[src/rtl/kc3_pkg.sv]
package kc3_pkg;

    localparam int DEF_MAX_WIDTH = 1024;

    localparam int PIX_W   = 8;
    localparam int POS_W   = 10;
    localparam int MODE_W  = 2;
    localparam int IMG_W_W = 11;

    localparam logic [MODE_W-1:0] MODE_BOX     = 2'd0;
    localparam logic [MODE_W-1:0] MODE_GAUSS   = 2'd1;
    localparam logic [MODE_W-1:0] MODE_OUTLINE = 2'd2;
    localparam logic [MODE_W-1:0] MODE_SHARPEN = 2'd3;

    localparam logic REG_MODE  = 1'b0;
    localparam logic REG_WIDTH = 1'b1;

    localparam logic [MODE_W-1:0]  MODE_RST  = MODE_BOX;
    localparam logic [IMG_W_W-1:0] WIDTH_RST = 11'd1024;

    // floor(s / 9) == (s * RECIP9) >> RECIP9_SH for s below 2296
    localparam logic [12:0] RECIP9    = 13'd7282;
    localparam int          RECIP9_SH = 16;

    typedef struct packed {
        logic [MODE_W-1:0]  mode;
        logic [IMG_W_W-1:0] image_width;
    } t_cfg;

    // p[row][col], row 0 top, col 0 left, centre at [1][1]
    typedef logic [2:0][2:0][PIX_W-1:0] t_win;

endpackage

[src/rtl/kc3_regs.sv]
module kc3_regs import kc3_pkg::*; (
    input  logic        i_clk,
    input  logic        i_rst_n,
    input  logic        psel,
    input  logic        penable,
    input  logic        pwrite,
    input  logic [2:0]  paddr,
    input  logic [31:0] pwdata,
    output logic [31:0] prdata,
    output logic        pready,
    output t_cfg        o_cfg
);

    logic [MODE_W-1:0]  r_mode;
    logic [IMG_W_W-1:0] r_width;
    logic               wr_en;

    assign wr_en  = psel && penable && pwrite;
    assign pready = 1'b1;

    always_ff @(posedge i_clk) begin
        if (!i_rst_n) begin
            r_mode  <= MODE_RST;
            r_width <= WIDTH_RST;
        end else if (wr_en) begin
            case (paddr[2])
                REG_MODE:  r_mode  <= pwdata[MODE_W-1:0];
                REG_WIDTH: r_width <= pwdata[IMG_W_W-1:0];
                default: ;
            endcase
        end
    end

    always_comb begin
        case (paddr[2])
            REG_MODE:  prdata = 32'(r_mode);
            REG_WIDTH: prdata = 32'(r_width);
            default:   prdata = '0;
        endcase
    end

    assign o_cfg.mode        = r_mode;
    assign o_cfg.image_width = r_width;

endmodule

[config.mk]
export PLATFORM = sky130hd
export DESIGN_NAME = kc3_regs
export DESIGN_NICKNAME = d
export VERILOG_FILES = /design/src/rtl/kc3_pkg.sv /design/src/rtl/kc3_regs.sv
export SDC_FILE = /design/constraint.sdc
export NUM_CORES = 1
export LEC_CHECK = 0
export ABC_CLOCK_PERIOD_IN_PS = 800
export BUFFER_PORTS_ARGS = -buffer_cell sky130_fd_sc_hd__buf_2
export CORE_UTILIZATION = 30
export CTS_CLUSTER_SIZE = 14
export DETAILED_ROUTE_END_ITERATION = 16
export PLACE_DENSITY = 0.73
export SLEW_MARGIN = 20
export SYNTH_ARGS = -nofsm -noshare
export SYNTH_HDL_FRONTEND = slang
export SYNTH_SLANG_ARGS = --single-unit
export TNS_END_PERCENT = 20
[constraint.sdc]
create_clock -name i_clk -period 0.8 [get_ports i_clk]
set_clock_uncertainty 0.05 [all_clocks]
set_input_delay 0.04 -clock i_clk [delete_from_list [all_inputs] [get_ports i_clk]]
set_output_delay 0.04 -clock i_clk [all_outputs]
set_load 0.05 [all_outputs]
==> results.yml <==
outcome:
  status: "finished with violations"
  violations: "negative setup slack"
synthesis:
  yosysUniqueCellTypes: 12
  avgSynthCellArea_um2: 8.70
  syn_area_um2: 792
  ys_seq_area_frac: 0.329
  synth-seq-cells: 13
  synthCells: 91
  yosys_warnings: 0
pwr:
  ir_worst_vdd_mv: 0.662
  powerDensity_nw_per_um2: 1170
  p_leak_nw: 0.665
  power_mw: 1.62
sta:
  drv_slew: 0
  fin_crit_sh: 1.41
  grt_setup_unrepaired: "yes"
  hold_violations: 0
  max_freq_ghz: 0.889
  postLayoutSetupSlackWorst_ns: -0.325
  setup_viol: 24
  period_minus_slack_ns: 1.13
setup_path:
  path_max_fanout: 2
  critPathArrivalTime_ns: 1.04
  critical_path_required_ns: 0.71
  crit_type: "reg2out"
  start_kind: "register"
  end_kind: "output pin"
floorplanning:
  dieHeight_um: 53.4
  die_area_um2: 2850
  start_util: 0.320
  die_w_um: 53.4
  core_um2: 2480
  ios: 86
  rows: 18
finish:
  drive_gt1_frac: 0.523
  fin_nets: 190
  syn_to_final_growth_pct: 73.8
  num_antenna_cells: 0
  post-route-util: 0.556
  final_common_cell: "conb_1"
  final_cell_mix: "conb_1 (22), nand2_1 (21), buf_6 (17), buf_2 (16), mux2i_1 (13)"
  fin_area_um2: 1380
clock_network:
  clkTransAtPathRegs_ns: 0.07
  clk_latency_ns: 0.26
  htree_levels: 1
  clockBufferDepth: 2
  cts_tree: "done"
  numClockSinks: 13
  cts-root-buf: "clkbuf_4"
  cts_made_buffers: 3
placement:
  postPlaceCellArea_um2: 1030
  gp_congestion: 0.638
  port_buffers: 40
  place_hpwl_um: 1340
grt:
  overflow: 0
  grt_max_degree: 15
  grt_pass1_wl_um: 2730
  grt_pass1_vias: 646
  antenna_found_initial: 0
  grtUsageTotal: 0.138
hold_path:
  hold_class: "in2reg"
run:
  drv_cap: 0
route:
  firstDrtPassIters: 4
  vias: 740
  drcViolationCount: 0
  postRouteWirelength_um: 1990
  avgRoutedWirePerCell_um: 11.1
  ant_nets: 0
  viasPerCell: 4.13
  drt_iter0_markers: 3
area by class of cell:
| class | count | area [µm²] |
|---|---|---|
| clock buffers | 4 | 26.3 |
| fillers | 229 | 1100 |
| multi-input cells | 72 | 439 |
| flip-flops and latches | 13 | 297 |
| well taps | 30 | 37.5 |
| repair buffers | 60 | 577 |
flip-flops by register name (all words and copies together) (netlist names):
| signal | cells |
|---|---|
| r_width | 11 |
| r_mode | 2 |
per-layer routing:
layer,wire length [µm],up-vias,track usage
li1,-,361,-
met5,0,-,0
met2,1160,39,0.298
met1,691,340,0.111
met3,133,0,0.0345
met4,0,0,0.0526
per-stage QoR:
step           setup TNS [ns]  setup WS (ns)  hold WS, ns  instances
2_1_floorplan          -0.346        -0.0532        0.122        111
3_3_place_gp            -1.07        -0.0854        0.234        161
3_5_place_dp            -1.86         -0.136        0.244        161
4_1_cts                 -4.00         -0.334       0.0750        176
5_1_grt                 -4.80         -0.360       0.0924        179
6_report                -3.97         -0.325       0.0795        179
critical path, cell delays in order (launching register included):
cell and delay (ns):
dfxtp_4 0.34, mux2_4 0.27, buf_6 0.15
what timing repair did:
| item | 4_1_cts | 5_1_grt |
|---|---|---|
| gates resized for setup | 51 | 8 |
| cloned | 0 | 0 |
| pin swaps | 3 | 1 |
| endpoints found under the setup margin | 24 | 26 |
| setup buffers | 0 | 3 |
| hold endpoints to repair | 12 | 0 |
| hold buffers | 11 | 0 |
synth_stat cells:
cell | instances | area, µm²
buf_4 | 22 | 165
conb_1 | 2 | 7.51
mux2i_1 | 13 | 130
and4_4 | 1 | 11.3
nand4b_1 | 1 | 8.76
nor2b_1 | 2 | 12.5
dfxtp_1 | 13 | 260
nand2_1 | 22 | 82.6
buf_2 | 3 | 15.0
buf_12 | 1 | 20.0
mux2_2 | 2 | 22.5
and2_1 | 9 | 56.3
report_power, final:
part,internal (mW),switching [mW],leakage (nW)
Clock,0.193,0.190,0.0150
Sequential,0.641,0.0112,0.113
Combinational,0.176,0.406,0.537
Total,1.01,0.606,0.665
path summary, 6_finish.rpt:
path | startpoint | to | slack (ns) | cells after the start
setup reg to reg | r_width[2] | r_width[2] | 0.05 | 3
hold reg to reg | r_width[5] | r_width[5] | 0.43 | 2
setup / recovery | r_mode[0] | prdata[0] | -0.33 | 2
hold / removal | i_rst_n | r_width[1] | 0.08 | 3
logic make-up (layout without fill, tap and decap cells):
| family | Yosys count | count (layout) | share of synthesized area |
|---|---|---|---|
| mux | 15 | 15 | 0.193 |
| simple gates | 35 | 35 | 0.216 |
| buf+inv | 26 | 64 | 0.253 |
| other cells | 2 | 22 | 0.00948 |
| flops | 13 | 13 | 0.329 |
No activity file was read; power rests on OpenSTA's default activity.
