**src/rtl/kc3_pkg.sv**
```systemverilog
package kc3_pkg;

    localparam int DEF_MAX_WIDTH = 1024;

    localparam int PIX_W   = 8;
    localparam int POS_W   = 10;
    localparam int MODE_W  = 2;
    localparam int IMG_W_W = 11;

    localparam logic [MODE_W-1:0] MODE_BOX     = 2'd0;
    localparam logic [MODE_W-1:0] MODE_GAUSS   = 2'd1;
    localparam logic [MODE_W-1:0] MODE_OUTLINE = 2'd2;
    localparam logic [MODE_W-1:0] MODE_SHARPEN = 2'd3;

    localparam logic REG_MODE  = 1'b0;
    localparam logic REG_WIDTH = 1'b1;

    localparam logic [MODE_W-1:0]  MODE_RST  = MODE_BOX;
    localparam logic [IMG_W_W-1:0] WIDTH_RST = 11'd1024;

    // floor(s / 9) == (s * RECIP9) >> RECIP9_SH for s below 2296
    localparam logic [12:0] RECIP9    = 13'd7282;
    localparam int          RECIP9_SH = 16;

    typedef struct packed {
        logic [MODE_W-1:0]  mode;
        logic [IMG_W_W-1:0] image_width;
    } t_cfg;

    // p[row][col], row 0 top, col 0 left, centre at [1][1]
    typedef logic [2:0][2:0][PIX_W-1:0] t_win;

endpackage

```
**src/rtl/kc3_kernel.sv**
```systemverilog
module kc3_kernel import kc3_pkg::*; (
    input  logic [MODE_W-1:0] i_mode,
    input  t_win              i_win,
    output logic [PIX_W-1:0]  o_value
);

    logic [9:0]         corners;
    logic [9:0]         edges;
    logic [PIX_W-1:0]   centre;
    logic [11:0]        box_sum;
    logic [24:0]        box_prod;
    logic [11:0]        gau_sum;
    logic [12:0]        out_pos;
    logic [12:0]        out_neg;
    logic signed [12:0] out_sum;
    logic [11:0]        shp_pos;
    logic signed [11:0] shp_sum;
    logic [PIX_W-1:0]   out_val;
    logic [PIX_W-1:0]   shp_val;

    always_comb begin
        corners  = 10'(i_win[0][0]) + 10'(i_win[0][2]) + 10'(i_win[2][0]) + 10'(i_win[2][2]);
        edges    = 10'(i_win[0][1]) + 10'(i_win[1][0]) + 10'(i_win[1][2]) + 10'(i_win[2][1]);
        centre   = i_win[1][1];

        box_sum  = 12'(corners) + 12'(edges) + 12'(centre);
        box_prod = 25'(box_sum) * 25'(RECIP9);

        gau_sum  = 12'(corners) + 12'({edges, 1'b0}) + 12'({centre, 2'b00});

        out_pos  = 13'({centre, 3'b000});
        out_neg  = 13'(corners) + 13'(edges);
        out_sum  = $signed(out_pos - out_neg);
        if (out_sum < 13'sd1) begin
            out_val = 8'd1;
        end else if (out_sum > 13'sd255) begin
            out_val = 8'd255;
        end else begin
            out_val = out_sum[PIX_W-1:0];
        end

        shp_pos  = 12'({centre, 2'b00}) + 12'(centre);
        shp_sum  = $signed(shp_pos - 12'(edges));
        if (shp_sum < 12'sd0) begin
            shp_val = 8'd0;
        end else if (shp_sum > 12'sd255) begin
            shp_val = 8'd255;
        end else begin
            shp_val = shp_sum[PIX_W-1:0];
        end

        case (i_mode)
            MODE_BOX:     o_value = box_prod[RECIP9_SH+PIX_W-1:RECIP9_SH];
            MODE_GAUSS:   o_value = gau_sum[11:4];
            MODE_OUTLINE: o_value = out_val;
            MODE_SHARPEN: o_value = shp_val;
            default:      o_value = shp_val;
        endcase
    end

endmodule

```
**config.mk**
```make
export PLATFORM = sky130hd
export DESIGN_NAME = kc3_kernel
export DESIGN_NICKNAME = d
export VERILOG_FILES = /design/src/rtl/kc3_pkg.sv /design/src/rtl/kc3_kernel.sv
export SDC_FILE = /design/constraint.sdc
export NUM_CORES = 1
export LEC_CHECK = 0
export CAP_MARGIN = 20
export CORE_UTILIZATION = 40
export DETAILED_ROUTE_END_ITERATION = 12
export DONT_BUFFER_PORTS = 1
export SLEW_MARGIN = 10
export SYNTH_ARGS = -nofsm -noshare
export SYNTH_HDL_FRONTEND = slang
export SYNTH_SLANG_ARGS = --single-unit
```
**constraint.sdc**
```tcl
create_clock -name vclk -period 16.4
set_input_delay 3.28 -clock vclk [all_inputs]
set_output_delay 3.28 -clock vclk [all_outputs]
set_load 0.05 [all_outputs]
```
==> flow_results.xml, run 1 <==
<?xml version="1.0" encoding="UTF-8"?>
<metrics>
  <group name="run_status">
    <metric name="status" unit="">finished, final reports clean</metric>
  </group>
  <group name="placement">
    <metric name="portBuffers" unit="">0</metric>
    <metric name="place.gp.congestion" unit="">0.898</metric>
    <metric name="dp_hpwl" unit="µm">12500</metric>
    <metric name="detailedPlace.worstSlack" unit="ns">0.482</metric>
  </group>
  <group name="synth">
    <metric name="synth-adder-area-share" unit="%">56.7</metric>
    <metric name="synth_xor_area_share" unit="%">6.76</metric>
    <metric name="synth_simple_gate_area_share" unit="%">6.31</metric>
    <metric name="synth.mux.area_fraction" unit="%">0.329</metric>
    <metric name="synthesis.instances" unit="">709</metric>
    <metric name="synth_top_family_by_area" unit="">adder cells</metric>
    <metric name="cell_area_after_technology_mapping" unit="µm²">6090</metric>
    <metric name="postSynthNetCount" unit="">1004</metric>
    <metric name="synth.lib_cells_used.distinct" unit="">53</metric>
    <metric name="post_synth.cell_area_avg" unit="µm²">8.58</metric>
    <metric name="synth-warning-count" unit="">0</metric>
    <metric name="synth_sequential_area_ratio" unit="%">0</metric>
    <metric name="synth_compound_area_share" unit="%">16.0</metric>
  </group>
  <group name="worst_hold_path">
    <metric name="hold_path_class" unit="">in2out</metric>
    <metric name="min_delay_worst_endpoint" unit="">o_value[2]</metric>
    <metric name="hp-start" unit="">i_mode[0]</metric>
    <metric name="hold-path-cell-count" unit="">4</metric>
  </group>
  <group name="floorplanning">
    <metric name="die-height" unit="µm">125</metric>
    <metric name="design.die.area" unit="µm²">15700</metric>
    <metric name="placementRows" unit="">44</metric>
    <metric name="start_util" unit="%">41.4</metric>
    <metric name="die_width" unit="µm">125</metric>
    <metric name="coreArea" unit="µm²">14700</metric>
    <metric name="io_pins" unit="">82</metric>
  </group>
  <group name="setup_path">
    <metric name="cp_data_required_time" unit="ns">13.12</metric>
    <metric name="worst_setup_path_startpoint" unit="">i_win[1]</metric>
    <metric name="timing.critical_path.slowest_stage_cell" unit="">sky130_fd_sc_hd__a2111o_1</metric>
    <metric name="worstSetupStartpointType" unit="">primary input</metric>
    <metric name="cp_slowest_stage_delay" unit="ns">0.63</metric>
    <metric name="crit_fanout" unit="">5</metric>
    <metric name="worst-endpoint-arrival" unit="ns">12.41</metric>
    <metric name="worst-setup-path-type" unit="">in2out</metric>
    <metric name="crit_path_end_kind" unit="">output pin</metric>
    <metric name="worst_path_most_repeated_cell" unit="">sky130_fd_sc_hd__inv_1</metric>
  </group>
  <group name="global_route">
    <metric name="grt_antenna_before_repair" unit="">0</metric>
    <metric name="maximum_number_of_pins_on_one_net_before_global_route_repair" unit="">13</metric>
    <metric name="grt_pass1_wl" unit="µm">22700</metric>
    <metric name="vias_in_the_first_global_route" unit="">4772</metric>
    <metric name="track_usage" unit="%">17.6</metric>
    <metric name="grt.overflow.total" unit="">0</metric>
  </group>
  <group name="finish">
    <metric name="flow.area_growth_from_synthesis" unit="%">4.30</metric>
    <metric name="final.clkbuf_count" unit="">0</metric>
    <metric name="sequential_cell_total" unit="">0</metric>
    <metric name="register_area" unit="µm²">0</metric>
    <metric name="final_nets" unit="">1010</metric>
    <metric name="fin_util" unit="%">43.2</metric>
    <metric name="num_antenna_cells" unit="">0</metric>
    <metric name="nFillCells" unit="">1456</metric>
    <metric name="drive_gt1_share" unit="%">3.09</metric>
    <metric name="layout_commonest_cell" unit="">sky130_fd_sc_hd__inv_1</metric>
    <metric name="layout_common_cells" unit="">sky130_fd_sc_hd__inv_1 (221), sky130_fd_sc_hd__ha_1 (130), sky130_fd_sc_hd__fa_1 (91)</metric>
  </group>
  <group name="timing">
    <metric name="unrepaired_setup_endpoints_after_global_routing" unit="">false</metric>
    <metric name="slew_headroom" unit="%">42.0</metric>
    <metric name="period_utilization_post_route" unit="%">95.7</metric>
    <metric name="max_freq" unit="GHz">0.0637</metric>
    <metric name="timing.setup.tns" unit="ns">0</metric>
    <metric name="finalCriticalPeriod" unit="ns">15.69</metric>
    <metric name="setup_ws" unit="ns">0.713</metric>
    <metric name="setup_viol" unit="">0</metric>
    <metric name="max_transition_viols_final" unit="">0</metric>
    <metric name="tightest_slew" unit="ns">0.861</metric>
    <metric name="finalHoldViolations" unit="">0</metric>
  </group>
  <group name="job">
    <metric name="drv_cap" unit="">0</metric>
  </group>
  <group name="clock_tree">
    <metric name="cts.hold.buffers_added" unit="">0</metric>
  </group>
  <group name="routing">
    <metric name="drcViolationCount" unit="">0</metric>
    <metric name="detailroute.via_count" unit="">4554</metric>
    <metric name="detailedRoute.firstPassIterationCount" unit="">6</metric>
    <metric name="wl_per_cell" unit="µm">14.8</metric>
    <metric name="viasPerCell" unit="">5.08</metric>
    <metric name="routed_wl" unit="µm">13300</metric>
    <metric name="drt_first_iter_violations" unit="">141</metric>
    <metric name="drtAntennaViolNets" unit="">0</metric>
  </group>
</metrics>
## layer usage
layer | global-route usage (%) | wire [µm] | up-vias
li1 | - | - | 2282
met1 | 23.3 | 5910 | 2205
met2 | 32.4 | 6900 | 57
met3 | 0.899 | 316 | 10
met4 | 2.08 | 171 | 0
met5 | 0 | 0 | -
## repair_timing
action,4_1_cts,5_1_grt
setup buffers,0,0
gates resized for setup,0,1
setup endpoints to repair,0,3
## metrics by stage
| step | hold WS (ns) | cells | area (µm²) |
|---|---|---|---|
| global route | 7.04 | 897 | 6350 |
| global placement | 7.03 | 897 | 6340 |
| detailed placement | 7.03 | 897 | 6340 |
| finish | 7.03 | 897 | 6350 |
| CTS | 7.03 | 897 | 6340 |
| floorplan | 7.07 | 709 | 6090 |
## cell families (layout without fill, tap and decap cells)
kind of cell | after synthesis | count (layout)
muxes | 2 | 2
and+or+nand+nor | 76 | 76
xor gates and xnor gates | 47 | 47
AOI/OAI and AO/OA | 140 | 140
buffers and inverters | 223 | 227
adders and majority gates | 221 | 221
## critical path, delay by kind of cell
| kind | cells | cell delay, ns |
|---|---|---|
| AO/OA/AOI/OAI | 11 | 2.47 |
| XOR/XNOR | 3 | 0.71 |
| buffers and inverters | 10 | 0.61 |
| AND/OR/NAND/NOR | 2 | 0.24 |
| adder cells (fa/ha/maj) | 12 | 5.05 |
## worst max path at each step
stage | to | slack [ns] | cells past startpoint
finish | o_value[5] | 0.71 | 38
global route | o_value[7] | 0.08 | 38
CTS | o_value[7] | 0.47 | 38
detailed placement | o_value[7] | 0.48 | 38
global placement | o_value[5] | 0.69 | 38
floorplan | o_value[5] | 1.15 | 38
## cells in the mapped netlist, types with 3 or more instances
cell type                  count  share of area [%]
sky130_fd_sc_hd__inv_1       221                 14
sky130_fd_sc_hd__ha_1        130                 27
sky130_fd_sc_hd__fa_1         91                 30
sky130_fd_sc_hd__a21oi_1      34                2.8
sky130_fd_sc_hd__xnor2_1      34                4.9
sky130_fd_sc_hd__o21ai_0      24                2.0
sky130_fd_sc_hd__nor2_1       20                1.2
sky130_fd_sc_hd__nand2_1      19                1.2
sky130_fd_sc_hd__a21o_1       17                2.1
sky130_fd_sc_hd__xor2_1       13                1.9
sky130_fd_sc_hd__o21bai_1     11                1.4
sky130_fd_sc_hd__o21a_1       10                1.2
sky130_fd_sc_hd__a211oi_1      8               0.99
sky130_fd_sc_hd__nor3_1        8               0.66
sky130_fd_sc_hd__nand2b_1      6               0.62
sky130_fd_sc_hd__nand3_1       6               0.49
sky130_fd_sc_hd__a22oi_1       4               0.49
sky130_fd_sc_hd__a21o_2        3               0.43
sky130_fd_sc_hd__o32a_1        3               0.49
sky130_fd_sc_hd__o41ai_1       3               0.43
sky130_fd_sc_hd__or2_2         3               0.31
## final cells by class
class                           count  area (µm²)  area share (%)
Inverter                          221         830            13.1
Multi-Input combinational cell    486        5240            82.6
Tap cell                          184         230            3.63
Timing Repair Buffer                6        45.0           0.710
Power of run 1 is not shown: default switching activity piles up to over one toggle a cycle in this logic, so the estimate is an artifact.
==> run 2: changes to the inputs <==
--- a/config.mk
+++ b/config.mk
@@ -6,9 +6,10 @@
 export NUM_CORES = 1
 export LEC_CHECK = 0
 export CAP_MARGIN = 20
-export CORE_UTILIZATION = 40
+export CORE_UTILIZATION = 65
 export DETAILED_ROUTE_END_ITERATION = 12
 export DONT_BUFFER_PORTS = 1
+export PLACE_DENSITY = 0.81
 export SLEW_MARGIN = 10
 export SYNTH_ARGS = -nofsm -noshare
 export SYNTH_HDL_FRONTEND = slang
==> run 2 against run 1 <==
  * Clock-buffer cell count is the same
  * First-iteration DRC count rose by 96%
  * Wire length decreased by 1.8%
  * Die area decreased by 38%
  * Cell count down 8.6%
  * Fmax decreased by 0.39%
  * Worst setup slack got worse by 0.062 ns
==> flow_results.xml, run 2 (same netlist as run 1, synthesis figures left out) <==
<?xml version="1.0" encoding="UTF-8"?>
<metrics>
  <group name="finish">
    <metric name="flow.area_growth_from_synthesis" unit="%">2.63</metric>
    <metric name="final.clkbuf_count" unit="">0</metric>
    <metric name="sequential_cell_total" unit="">0</metric>
    <metric name="drive_gt1_share" unit="%">3.09</metric>
    <metric name="register_area" unit="µm²">0</metric>
    <metric name="num_antenna_cells" unit="">0</metric>
    <metric name="final_nets" unit="">1009</metric>
    <metric name="layout_commonest_cell" unit="">sky130_fd_sc_hd__inv_1</metric>
    <metric name="nFillCells" unit="">723</metric>
    <metric name="layout_common_cells" unit="">sky130_fd_sc_hd__inv_1 (221), sky130_fd_sc_hd__ha_1 (130), sky130_fd_sc_hd__fa_1 (91)</metric>
  </group>
  <group name="setup_path">
    <metric name="cp_top_family" unit="">adder cells</metric>
    <metric name="crit_fanout" unit="">5</metric>
    <metric name="worstSetupStartpointType" unit="">primary input</metric>
    <metric name="crit_path_end_kind" unit="">output pin</metric>
    <metric name="worst_path_most_repeated_cell" unit="">sky130_fd_sc_hd__inv_1</metric>
    <metric name="timing.critical_path.slowest_stage_cell" unit="">sky130_fd_sc_hd__a2111o_1</metric>
    <metric name="timing.critical_path.buf_inv" unit="">10</metric>
    <metric name="worst-setup-path-type" unit="">in2out</metric>
    <metric name="worst-endpoint-arrival" unit="ns">12.47</metric>
    <metric name="cp_slowest_stage_delay" unit="ns">0.63</metric>
    <metric name="cp_data_required_time" unit="ns">13.12</metric>
  </group>
  <group name="floorplanning">
    <metric name="io_pins" unit="">82</metric>
    <metric name="placementRows" unit="">34</metric>
    <metric name="design.die.area" unit="µm²">9750</metric>
    <metric name="die-height" unit="µm">98.8</metric>
    <metric name="coreArea" unit="µm²">8890</metric>
    <metric name="die_width" unit="µm">98.8</metric>
    <metric name="start_util" unit="%">68.4</metric>
  </group>
  <group name="timing">
    <metric name="finalCriticalPeriod" unit="ns">15.75</metric>
    <metric name="period_utilization_post_route" unit="%">96.0</metric>
    <metric name="max_transition_viols_final" unit="">0</metric>
    <metric name="unrepaired_setup_endpoints_after_global_routing" unit="">false</metric>
    <metric name="setup_viol" unit="">0</metric>
    <metric name="max_freq" unit="GHz">0.0635</metric>
    <metric name="tightest_slew" unit="ns">0.914</metric>
    <metric name="finalHoldViolations" unit="">0</metric>
    <metric name="timing.setup.tns" unit="ns">0</metric>
    <metric name="slew_headroom" unit="%">38.9</metric>
  </group>
  <group name="routing">
    <metric name="wl_per_cell" unit="µm">15.9</metric>
    <metric name="drt_first_iter_violations" unit="">277</metric>
    <metric name="drcViolationCount" unit="">0</metric>
    <metric name="detailroute.via_count" unit="">4672</metric>
    <metric name="drtAntennaViolNets" unit="">0</metric>
    <metric name="detailedRoute.firstPassIterationCount" unit="">5</metric>
    <metric name="routed_wl" unit="µm">13100</metric>
    <metric name="viasPerCell" unit="">5.70</metric>
  </group>
  <group name="placement">
    <metric name="dp_hpwl" unit="µm">12200</metric>
    <metric name="portBuffers" unit="">0</metric>
    <metric name="place.gp.congestion" unit="">0.960</metric>
  </group>
  <group name="job">
    <metric name="drv_cap" unit="">0</metric>
  </group>
  <group name="global_route">
    <metric name="track_usage" unit="%">27.5</metric>
    <metric name="grt_pass1_wl" unit="µm">21700</metric>
    <metric name="maximum_number_of_pins_on_one_net_before_global_route_repair" unit="">13</metric>
    <metric name="vias_in_the_first_global_route" unit="">4781</metric>
    <metric name="grt.overflow.total" unit="">0</metric>
    <metric name="grt_antenna_before_repair" unit="">0</metric>
  </group>
  <group name="worst_hold_path">
    <metric name="hold_path_class" unit="">in2out</metric>
  </group>
  <group name="clock_tree">
    <metric name="post_cts_buffers" unit="">0</metric>
  </group>
  <group name="run_status">
    <metric name="status" unit="">finished, final reports clean</metric>
  </group>
</metrics>
## run 2: changes by cell type in the layout (fill, tap and decap cells not counted)
| cell | delta |
|---|---|
| sky130_fd_sc_hd__buf_4 | -1 |
| sky130_fd_sc_hd__o32a_2 | +1 |
| sky130_fd_sc_hd__o32a_1 | -1 |
## run 2: cell type report
type | count | area, µm² | area share (%)
multi-input combinational | 486 | 5240 | 84.0
inverter | 221 | 830 | 13.3
tap | 108 | 135 | 2.16
timing repair buffer | 5 | 37.5 | 0.601
## run 2: path summary, 6_finish.rpt
kind | from | end | slack [ns] | cells after the start
max | i_win[1] | o_value[5] | 0.65 | 39
min | i_mode[0] | o_value[7] | 6.98 | 2
## run 2: layer usage
layer	GRT usage [%]	vias to the layer above	wire length, µm
met5	0	-	0
met4	2.30	0	91
met3	1.99	10	638
met2	47.6	129	6290
met1	39.4	2249	6040
li1	-	2284	-
## run 2: metrics by stage
stage	cells	hold slack (ns)	area (µm²)	util, %	worst slack [ns]
detailed placement	820	7.03	6240	70.2	0.324
floorplan	709	7.07	6090	-	1.15
CTS	820	7.03	6240	70.2	0.326
global placement	820	7.02	6240	70.2	0.692
global route	820	7.00	6250	70.3	0.112
finish	820	6.98	6250	70.3	0.651
## run 2: what timing repair did
action | CTS | global route
endpoints found under the setup margin | 0 | 3
gates resized for setup | 0 | 2
hold buffers | 0 | 0
Power of run 2 is left out for the same reason.
